<file path="src/hw/rtl/kpd_pkg.sv">
// ----------------------------------------------------------------------------
// kpd_pkg
// Shared types, constants and the key code map of the keypad scanner.
// ----------------------------------------------------------------------------
package kpd_pkg;

  localparam int NUM_KEYS           = 12;
  localparam int TICK_WIDTH_DEFAULT = 32;
  localparam int DEBOUNCE_WIDTH     = 16;
  localparam int CODE_WIDTH         = 8;
  localparam int NOW_WIDTH          = 32;
  localparam int CFG_INDEX_WIDTH    = 2;

  localparam logic [DEBOUNCE_WIDTH-1:0] DEBOUNCE_RESET = 16'd20;
  localparam logic [CODE_WIDTH-1:0]     CONFIRM_RESET  = 8'd10;
  localparam logic [CODE_WIDTH-1:0]     BACK_RESET     = 8'd11;

  localparam int KEY_STAR  = 9;
  localparam int KEY_ZERO  = 10;
  localparam int KEY_HASH  = 11;

  typedef enum logic [CFG_INDEX_WIDTH-1:0] {
    CFG_DEBOUNCE = 2'd0,
    CFG_CONFIRM  = 2'd1,
    CFG_BACK     = 2'd2
  } cfg_index_t;

  typedef enum logic [1:0] {
    PH_IDLE       = 2'd0,
    PH_PRESS_DB   = 2'd1,
    PH_PRESSED    = 2'd2,
    PH_RELEASE_DB = 2'd3
  } phase_t;

  typedef enum logic {
    OP_SCAN = 1'b0,
    OP_TAKE = 1'b1
  } op_t;

  typedef struct packed {
    logic                  op;
    logic [NUM_KEYS-1:0]   pressed_map;
    logic [NOW_WIDTH-1:0]  now_ms;
  } in_t;

  typedef struct packed {
    logic                  event_valid;
    logic [CODE_WIDTH-1:0] event_code;
  } out_t;

  typedef struct packed {
    logic                  active;
    logic                  stop;
    logic                  blocked;
    logic [CODE_WIDTH-1:0] code;
    logic [NUM_KEYS-1:0]   map;
  } token_t;

  function automatic logic [CODE_WIDTH-1:0] key_code(
    input int                    key,
    input logic [CODE_WIDTH-1:0] confirm_code,
    input logic [CODE_WIDTH-1:0] back_code
  );
    logic [CODE_WIDTH-1:0] code;
    if (key < KEY_STAR) begin
      code = CODE_WIDTH'(key + 1);
    end else if (key == KEY_STAR) begin
      code = confirm_code;
    end else if (key == KEY_ZERO) begin
      code = '0;
    end else begin
      code = back_code;
    end
    return code;
  endfunction

endpackage

</file>
<file path="src/hw/rtl/kpd_cell.sv">
// ----------------------------------------------------------------------------
// kpd_cell
// One key of the scan chain: debounce state of the key and one token stage.
// ----------------------------------------------------------------------------
module kpd_cell
  import kpd_pkg::*;
#(
  parameter int KEY        = 0,
  parameter int TICK_WIDTH = TICK_WIDTH_DEFAULT
) (
  input  logic                      clk,
  input  logic                      rst,
  input  token_t                    tok_in,
  input  logic [TICK_WIDTH-1:0]     now,
  input  logic [DEBOUNCE_WIDTH-1:0] debounce_ms,
  input  logic [CODE_WIDTH-1:0]     confirm_code,
  input  logic [CODE_WIDTH-1:0]     back_code,
  output token_t                    tok_out
);

  phase_t                phase, phase_next;
  logic                  prev_level, prev_level_next;
  logic [TICK_WIDTH-1:0] stamp, stamp_next;
  token_t                tok_next;
  logic                  level;
  logic                  settled;
  logic                  hit;

  assign level   = !(tok_in.map[KEY] && !tok_in.blocked);
  assign settled = (now - stamp) >= TICK_WIDTH'(debounce_ms);

  always_comb begin
    phase_next      = phase;
    prev_level_next = prev_level;
    stamp_next      = stamp;
    hit             = 1'b0;
    if (tok_in.active && !tok_in.stop) begin
      prev_level_next = level;
      case (phase)
        PH_IDLE: begin
          if (!level && prev_level) begin
            phase_next = PH_PRESS_DB;
            stamp_next = now;
          end
        end
        PH_PRESS_DB: begin
          if (settled) begin
            if (!level) begin
              phase_next = PH_PRESSED;
              hit        = 1'b1;
            end else begin
              phase_next = PH_IDLE;
            end
          end
        end
        PH_PRESSED: begin
          if (level && !prev_level) begin
            phase_next = PH_RELEASE_DB;
            stamp_next = now;
          end
        end
        default: begin
          if (settled) begin
            phase_next = PH_IDLE;
          end
        end
      endcase
    end
  end

  always_comb begin
    tok_next         = tok_in;
    tok_next.blocked = tok_in.blocked | tok_in.map[KEY];
    if (hit) begin
      tok_next.stop = 1'b1;
      tok_next.code = key_code(KEY, confirm_code, back_code);
    end
  end

  always_ff @(posedge clk) begin
    if (rst) begin
      phase          <= PH_IDLE;
      prev_level     <= 1'b1;
      stamp          <= '0;
      tok_out.active <= 1'b0;
    end else begin
      phase          <= phase_next;
      prev_level     <= prev_level_next;
      stamp          <= stamp_next;
      tok_out.active <= tok_next.active;
    end
    tok_out.stop    <= tok_next.stop;
    tok_out.blocked <= tok_next.blocked;
    tok_out.code    <= tok_next.code;
    tok_out.map     <= tok_next.map;
  end

endmodule

</file>
<file path="src/hw/rtl/matrix_keypad_debounce_scanner_unit.sv">
// ----------------------------------------------------------------------------
// matrix_keypad_debounce_scanner_unit
// 12-key keypad scanner: a chain of key cells walked by a token per scan.
// ----------------------------------------------------------------------------
// A scan beat keeps the block busy while its token walks the chain: it is launched
// into a register, passes the token stage of each key cell, then the event is latched.
// A scan beat that arrives while an event is pending starts no walk.
// A take beat clears the pending event; its result beat appears in the next cycle.
// Synchronous reset clears all key state and the pending event at once.
module matrix_keypad_debounce_scanner_unit
  import kpd_pkg::*;
#(
  parameter int TICK_WIDTH = TICK_WIDTH_DEFAULT
) (
  input  logic                       clk,
  input  logic                       rst,
  input  logic                       in_valid,
  output logic                       in_stall,
  input  in_t                        in_data,
  output logic                       out_valid,
  input  logic                       out_stall,
  output out_t                       out_data,
  input  logic                       cfg_we,
  input  logic [CFG_INDEX_WIDTH-1:0] cfg_index,
  input  logic [DEBOUNCE_WIDTH-1:0]  cfg_data
);

  logic [DEBOUNCE_WIDTH-1:0] debounce_ms;
  logic [CODE_WIDTH-1:0]     confirm_code;
  logic [CODE_WIDTH-1:0]     back_code;
  logic                      busy;
  logic                      pending_valid;
  logic [CODE_WIDTH-1:0]     pending_code;
  logic [TICK_WIDTH-1:0]     now;
  token_t                    tok [NUM_KEYS+1];
  token_t                    launch_next;
  logic                      in_accept;
  logic                      take;
  logic                      scan_walk;
  logic                      walk_done;

  assign in_stall  = busy || (out_valid && out_stall);
  assign in_accept = in_valid && !in_stall;
  assign take      = in_accept && (in_data.op == OP_TAKE);
  assign scan_walk = in_accept && (in_data.op == OP_SCAN) && !pending_valid;
  assign walk_done = tok[NUM_KEYS].active;

  always_comb begin
    launch_next         = '0;
    launch_next.active  = scan_walk;
    launch_next.map     = in_data.pressed_map;
  end

  always_ff @(posedge clk) begin
    if (rst) begin
      debounce_ms  <= DEBOUNCE_RESET;
      confirm_code <= CONFIRM_RESET;
      back_code    <= BACK_RESET;
    end else if (cfg_we) begin
      case (cfg_index)
        CFG_DEBOUNCE: debounce_ms  <= cfg_data;
        CFG_CONFIRM:  confirm_code <= cfg_data[CODE_WIDTH-1:0];
        CFG_BACK:     back_code    <= cfg_data[CODE_WIDTH-1:0];
        default: ;
      endcase
    end
  end

  always_ff @(posedge clk) begin
    if (rst) begin
      busy          <= 1'b0;
      pending_valid <= 1'b0;
      pending_code  <= '0;
      out_valid     <= 1'b0;
      tok[0].active <= 1'b0;
    end else begin
      tok[0].active <= launch_next.active;
      if (scan_walk) begin
        busy <= 1'b1;
      end else if (walk_done) begin
        busy <= 1'b0;
        if (tok[NUM_KEYS].stop) begin
          pending_valid <= 1'b1;
          pending_code  <= tok[NUM_KEYS].code;
        end
      end
      if (take) begin
        pending_valid <= 1'b0;
        pending_code  <= '0;
        out_valid     <= 1'b1;
      end else if (!out_stall) begin
        out_valid <= 1'b0;
      end
    end
    tok[0].stop    <= launch_next.stop;
    tok[0].blocked <= launch_next.blocked;
    tok[0].code    <= launch_next.code;
    tok[0].map     <= launch_next.map;
    if (scan_walk) begin
      now <= in_data.now_ms[TICK_WIDTH-1:0];
    end
    if (take) begin
      out_data.event_valid <= pending_valid;
      out_data.event_code  <= pending_valid ? pending_code : '0;
    end
  end

  for (genvar k = 0; k < NUM_KEYS; k++) begin : g_cell
    kpd_cell #(
      .KEY        (k),
      .TICK_WIDTH (TICK_WIDTH)
    ) u_cell (
      .clk          (clk),
      .rst          (rst),
      .tok_in       (tok[k]),
      .now          (now),
      .debounce_ms  (debounce_ms),
      .confirm_code (confirm_code),
      .back_code    (back_code),
      .tok_out      (tok[k+1])
    );
  end

endmodule
</file>
<file path="config.mk">
export PLATFORM = sky130hd
export DESIGN_NAME = matrix_keypad_debounce_scanner_unit
export DESIGN_NICKNAME = d
export VERILOG_FILES = /design/src/hw/rtl/kpd_pkg.sv /design/src/hw/rtl/kpd_cell.sv /design/src/hw/rtl/matrix_keypad_debounce_scanner_unit.sv
export SDC_FILE = /design/constraint.sdc
export NUM_CORES = 2
export LEC_CHECK = 0
export BUFFER_PORTS_ARGS = -buffer_cell sky130_fd_sc_hd__buf_2
export CORE_MARGIN = 10
export CORE_UTILIZATION = 40
export CTS_CLUSTER_SIZE = 10
export DETAILED_ROUTE_END_ITERATION = 8
export RECOVER_POWER = 25
export SLEW_MARGIN = 20
export SYNTH_ARGS = -nofsm -noshare
export SYNTH_HDL_FRONTEND = slang
export SYNTH_SLANG_ARGS = --single-unit
</file>
<file path="constraint.sdc">
create_clock -name clk -period 6.5 [get_ports clk]
set_input_delay 0.975 -clock clk [delete_from_list [all_inputs] [get_ports clk]]
set_output_delay 0.975 -clock clk [all_outputs]
set_load 0.02 [all_outputs]
</file>
# ---- Word level (Yosys, flattened, before mapping)
# Index checks and enable logic that the tools add are counted.
dict set report classes {
  shift 0
  magnitude_cmp 12
  reduce_logical 167
  mul 0
  div_mod_pow 0
  add_sub_neg 12
  n_bitwise 12
  eq_ne 63
  muxes 164
}
# op n
set op_table {}
lappend op_table {{32-bit 2-to-1 mux} 24}
lappend op_table {{32-bit case mux with 2 select lines} 12}
lappend op_table {{32-bit by 16-bit >= comparator with 1-bit output} 12}
lappend op_table {{32-bit subtractor} 12}
lappend op_table {{2-bit 2-to-1 mux} 60}
lappend op_table {{2-bit by 1-bit inequality test with 1-bit output, second input constant} 37}
lappend op_table {{2-bit case mux with 3 select lines} 12}
lappend op_table {{5-bit AND reduction} 12}
lappend op_table {{1-bit 2-to-1 mux} 54}
lappend op_table {{1-bit logical AND} 51}
lappend op_table {{1-bit zero test} 48}
lappend op_table {{4-bit AND reduction} 12}
lappend op_table {{3-bit nonzero test} 12}
lappend op_table {{2-bit by 1-bit equality test with 1-bit output, second input constant} 13}
lappend op_table {{2-bit equality test, second input constant} 13}
lappend op_table {{2-bit zero test} 13}
lappend op_table {{2-bit nonzero test} 13}
lappend op_table {{8-bit 2-to-1 mux} 2}
lappend op_table {{1-bit bitwise OR} 10}
lappend op_table {{2-bit AND reduction} 3}
lappend op_table {{3-bit AND reduction} 1}
lappend op_table {{1-bit NOT} 2}
lappend op_table {{2-bit OR reduction} 1}
lappend op_table {{1-bit logical OR} 1}
dict set report word_totals {
  register_bits 733
  mem_count 0
  latch_bits 0
  ram_bits 0
  output_inout_bits 11
  romBits 0
  input_bits 68
}

# ---- Logic depth before layout (Yosys ltp)
dict set report depth {
  ltp_word 8
  ltp_mapped 25
  mapped_depth_nobuf 24
}

# ---- Cells and area by module
# Synthesis repeated with hierarchy kept, for this count alone.
dict set report unflattened {
  cells_unflattened 6977
  area_unflattened_um2 54466.0
}
# module instances seq_area_each_um2 area_per_inst_um2 cells_each
set by_module_without_submodules {}
lappend by_module_without_submodules {{kpd_cell at g_cell[3].u_cell ...} 4 1161.1 4286.6 575}
lappend by_module_without_submodules {{kpd_cell at g_cell[0].u_cell ...} 2 1161.1 4182.8 549}
lappend by_module_without_submodules {{kpd_cell at g_cell[9].u_cell} 1 1161.1 4355.4 518}
lappend by_module_without_submodules {{kpd_cell at g_cell[11].u_cell} 1 1161.1 4302.9 550}
lappend by_module_without_submodules {{kpd_cell at g_cell[8].u_cell} 1 1161.1 4295.4 564}
lappend by_module_without_submodules {{kpd_cell at g_cell[10].u_cell} 1 1161.1 4291.6 575}
lappend by_module_without_submodules {{kpd_cell at g_cell[6].u_cell} 1 1161.1 4282.9 575}
lappend by_module_without_submodules {{kpd_cell at g_cell[2].u_cell} 1 1161.1 4170.2 553}
lappend by_module_without_submodules {matrix_keypad_debounce_scanner_unit 1 2352.3 3255.6 244}

# ---- Worst setup path after synthesis
# Ideal clock, no wire load.
dict set report synth_timing {
  path_type {register -> register}
  startpoint {register now[1]}
  endpoint {register g_cell[6].u_cell.phase[1]}
  setup_ns 0.131
  slack_ns 0.771
  required_ns 6.369
  t_arrival_ns 5.599
  stages_incl_launch_ff 23
  path_cell_list {edfxtp_1 clkbuf_1 inv_1 fa_1 nand2b_1 a21oi_1 o21ai_0 nand2b_1 a21oi_1 o21ai_0 a21boi_0 xnor2_1 ha_1 nand4_1 a21oi_1 or4_1 nor4_1 nand4_1 or4_1 or4b_1 o311a_1 nand3b_1 a21oi_2}
}
dict set report synth_via {
  elab_chain_cells 4
  elab_cells_between_ends 5
  cone_classes {add/sub (1); order compare (1); eq/ne (1); reduce/logical (2)}
}
# element line_no
set synth_lines {}
lappend synth_lines {{start: declaration} matrix_keypad_debounce_scanner_unit.sv:34} ;# logic [TICK_WIDTH-1:0] now;
lappend synth_lines {{start signal: assignment} matrix_keypad_debounce_scanner_unit.sv:100} ;# now <= in_data.now_ms[TICK_WIDTH-1:0];
lappend synth_lines {{32-bit subtractor *} kpd_cell.sv:30} ;# assign settled = (now - stamp) >= TICK_WIDTH'(debounce_ms);
lappend synth_lines {{32-bit by 16-bit >= comparator with 1-bit output *} kpd_cell.sv:30}
lappend synth_lines {{2-bit by 1-bit inequality test with 1-bit output (no line) / 3-bit nonzero test (equally long branches)} -}
lappend synth_lines {{5-bit AND reduction (no line) *} -}
lappend synth_lines {{end signal: assignment} kpd_cell.sv:87} ;# phase <= phase_next;
lappend synth_lines {{end: declaration} kpd_cell.sv:21} ;# phase_t phase, phase_next;
# Every way passes the cells marked *; elsewhere a longest branch is shown, timed or not.
# A chain may end at the register's enable or synchronous reset.

==> reports/qor.csv <==
stage;metric;value;unit
detailed_routing;Initial DRC Count;3657;
critical_path;largest fanout on the critical path;141;
clocking;clk buf depth;3;
synth;ranking of synthesized cells by area;dfxtp_1 (25%), ha_1 (14%), a21oi_1 (7.0%), nand2_1 (6.5%), mux2i_1 (4.2%);
sta;RSZ-0062 raised after global routing;no;
clocking;clock root buffer;clkbuf_16;
clocking;CTS Buf Count;86;
job;Max-Cap Viols;3;
sta;Slew Viols, Final;351;
clocking;CTS tree;done;
sta;final critical-path required period;5970;ps
place;pre-CTS setup slack;783;ps
synth;Synth Cell Area;49100;µm²
floorplanning;initial core utilization;0.403;
global_routing;first-pass GRT wire length;242;mm
synth;EDFF count, synth;41;
synth;adder-cell area share of the yosys netlist;0.149;
place;GP Congestion;0.931;
layout;Final Util;0.443;
floorplanning;core box area;122000;µm²
global_routing;Global Route Usage Sum;0.220;
clocking;CTS Hold Bufs;0;
floorplanning;Vert. Die Dim;370;µm
synth;Post-Synth Simple-Gate Area;0.203;
clocking;worst-skew pair later-pin latency;710;ps
floorplanning;row count;128;
detailed_routing;DR WL/cell;19.5;µm
sta;Slew @ Worst Pin;3720;ps
synth;multiplexer share of the synthesized area;0.0471;
detailed_routing;Post-Route WL;156;mm
floorplanning;Top Ports;79;
synth;Synth Area in XOR/XNOR;0.0441;
synth;Mapped Cells;6344;
layout;layout cells sized above 1;0.0603;
clocking;htree depth;3;
place;placed cell area;51300;µm²
synth;largest family of logic cells by synthesized area;compound AO/OA/AOI/OAI gates;
place;dpl cells;7861;
critical_path;Worst Path Class, Setup;in2reg;
global_routing;antenna violations before repair;3;
synth;YS warnings;0;
global_routing;largest net degree at the start of global routing;142;
worst_hold_path;worst hold path type;reg2reg;
sta;Fmax;167;MHz
worst_hold_path;hold endpoint;g_cell[7].u_cell.tok_out[11]$_DFF_P_;
synth;Synth Area in Compound Gates;0.218;
clocking;post-CTS setup repair buffer count;0;
global_routing;number of global-route vias before repair;41900;
synth;average size of a mapped cell;7.74;µm²
detailed_routing;vias;45000;
sta;total negative slack;0;ps
critical_path;Worst EP arrival;6540;ps
sta;# setup viols final;0;
power;Overall Power;10.7;mW
critical_path;Worst R2R Path Depth;20;
synth;Yosys top cell by area;dfxtp_1;
sta;max_slew headroom;-1.48;
clocking;CTS clk-pin slew, worst paths;50;ps
place;DPL Wire Length;117;mm
synth;post-synthesis async set-or-reset flop share;0;
layout;# nets final;6968;
critical_path;r2r endpoint;g_cell[1].u_cell.tok_out[21]$_SDFF_PP1_;
run_status;outcome;complete, but fails checks;
worst_hold_path;Hold Startpoint;g_cell[6].u_cell.tok_out[11]$_DFF_P_;
floorplanning;area of the die;137000;µm²
sta;Clock Skew;42.6;ps
layout;Multi-input gate area;32500;µm²
clocking;Sink Count;666;
synth;share of the synthesized area in the top cell type;0.255;
critical_path;R2R setup slack;600;ps
floorplanning;die width;370;µm
place;number of port buffers;78;
synth;Net Count, Synth;6988;
layout;Fillers;12300;
global_routing;GRT overflow;0;
detailed_routing;DRT antenna net count;0;
detailed_routing;vias per cell;5.62;
power;static leakage;21.0;nW
layout;Reg area;13700;µm²
critical_path;CP endpoint kind;flip-flop;
critical_path;r2r startpoint;now[12]$_DFFE_PP_;
synth;Seq cells post-synth;666;
sta;final count of hold timing violations;0;
sta;worst setup margin;529;ps
synth;most used flip-flop cell after synthesis;dfxtp_1;
detailed_routing;Pre-antenna DRT Iters;6;
layout;Final Cell Area;53900;µm²
synth;Yosys cell types;88;
run_status;failing checks;max-capacitance violations, max-slew violations;
power;Pwr per Cell Area;198;nW/µm²
critical_path;CP Data Required Time;7060;ps
sta;hold slack;320;ps
worst_hold_path;Hold Path Cell Cnt;0;
layout;Area Overhead vs Synth;9.93;%
synth;post-synthesis sequential area ratio;0.280;
power;VDD IR-drop max;0.000213;V
clocking;PostCTS Resize Cnt;0;
detailed_routing;Post-route DRC;0;
sta;final worst path period share;0.919;
critical_path;CP Launch Type;primary input;
layout;Post-Layout Cell Count;8007;
## critical path, stage by stage
cell	delay [ps]
clkbuf_1	2520
buf_2	2340
nor3_1	70
mux2_2	360
## power breakdown
| group | internal [mW] | total, mW | leakage [nW] | switching, mW |
|---|---|---|---|---|
| logic | 0.690 | 1.82 | 14.2 | 1.13 |
| clock network | 2.74 | 4.64 | 1.32 | 1.90 |
| registers | 4.18 | 4.23 | 5.45 | 0.0459 |
| total | 7.61 | 10.7 | 21.0 | 3.08 |
## routing by layer
layer	part of all wire	GRT usage	up-vias	wire length [µm]
li1	-	-	22400	-
met1	0.47	0.297	21300	72900
met2	0.45	0.360	1107	70800
met3	0.049	0.0271	206	7600
met4	0.033	0.0750	0	5210
met5	0	0	-	0
## synth_stat cells, types with 23 or more instances
master,count
nor4_1,32
nor2_1,522
nand2b_1,104
nor2b_1,84
a31oi_1,58
a21o_1,111
xor2_1,93
ha_1,564
o2111ai_1,24
nand2_1,848
xnor2_1,154
mux2_2,23
o21a_1,88
and3_1,38
dfxtp_1,625
a211o_1,41
o21ai_0,279
nor3_1,96
or2_2,38
inv_1,481
o21bai_1,37
mux2i_1,205
edfxtp_1,41
o211ai_1,76
nand4_1,113
or3_1,32
and2_1,65
a21oi_1,690
nand3_1,99
a211oi_1,66
clkbuf_1,261
o31ai_1,27
a2111oi_0,28
## flip-flops by register name (all words and copies together), names as in the netlist
signal and cells:
pending_valid 1, g_cell.u_cell.tok_out 149, g_cell.u_cell.stamp 384, busy 1, out_valid 1, out_data 9, g_cell.u_cell.phase 24, back_code 8
pending_code 8, g_cell.u_cell.prev_level 12, confirm_code 8, debounce_ms 16, tok 13, now 32
## cells in the final DEF, fill, tap and decap left out, types with 29 or more instances in the layout
cell and n:
nand2_1 848, a21oi_1 690, dfxtp_1 625, ha_1 564, nor2_1 517, inv_1 481
o21ai_0 278, mux2i_1 205, xnor2_1 154, nand4_1 113, a21o_1 111, nand2b_1 104
nand3_1 99, xor2_1 93, nor3_1 93, buf_4 90, o21a_1 88, clkbuf_16 87
nor2b_1 84, o211ai_1 76, a211oi_1 66, and2_1 61, buf_2 61, a31oi_1 58
a211o_1 41, clkbuf_1 41, edfxtp_1 41, or2_2 38, and3_1 38, o21bai_1 37
nor4_1 32, or3_1 29
## logic make-up after synthesis
logic type	Yosys count
AND/OR/NAND/NOR	2156
AO/OA/AOI/OAI	1705
buffers and inverters	766
flip-flops	666
adder cells (fa/ha/maj)	576
XOR/XNOR	247
multiplexers	228
## worst max path at each step
stage,startpoint,to
2_1_floorplan,now[1]$_DFFE_PP_,g_cell[6].u_cell.phase[1]$_SDFFE_PP0P_
3_3_place_gp,now[12]$_DFFE_PP_,g_cell[1].u_cell.tok_out[21]$_SDFF_PP1_
3_5_place_dp,now[0]$_DFFE_PP_,g_cell[7].u_cell.tok_out[21]$_SDFF_PP1_
4_1_cts,now[0]$_DFFE_PP_,g_cell[7].u_cell.tok_out[21]$_SDFF_PP1_
5_1_grt,now[1]$_DFFE_PP_,g_cell[7].u_cell.tok_out[21]$_SDFF_PP1_
6_report,rst,g_cell[2].u_cell.phase[1]$_SDFFE_PP0P_
## area by class of cell
type                            instances  share of cell area
Multi-Input combinational cell       4912               0.603
Sequential cell                       666               0.255
Clock buffer                          120              0.0447
Tap cell                             1625              0.0377
Inverter                              481              0.0335
Timing Repair Buffer                  177              0.0213
Clock inverter                         24             0.00536
Antenna cell                            2           0.0000928
Note: power is estimated with default switching activity, not from simulation.
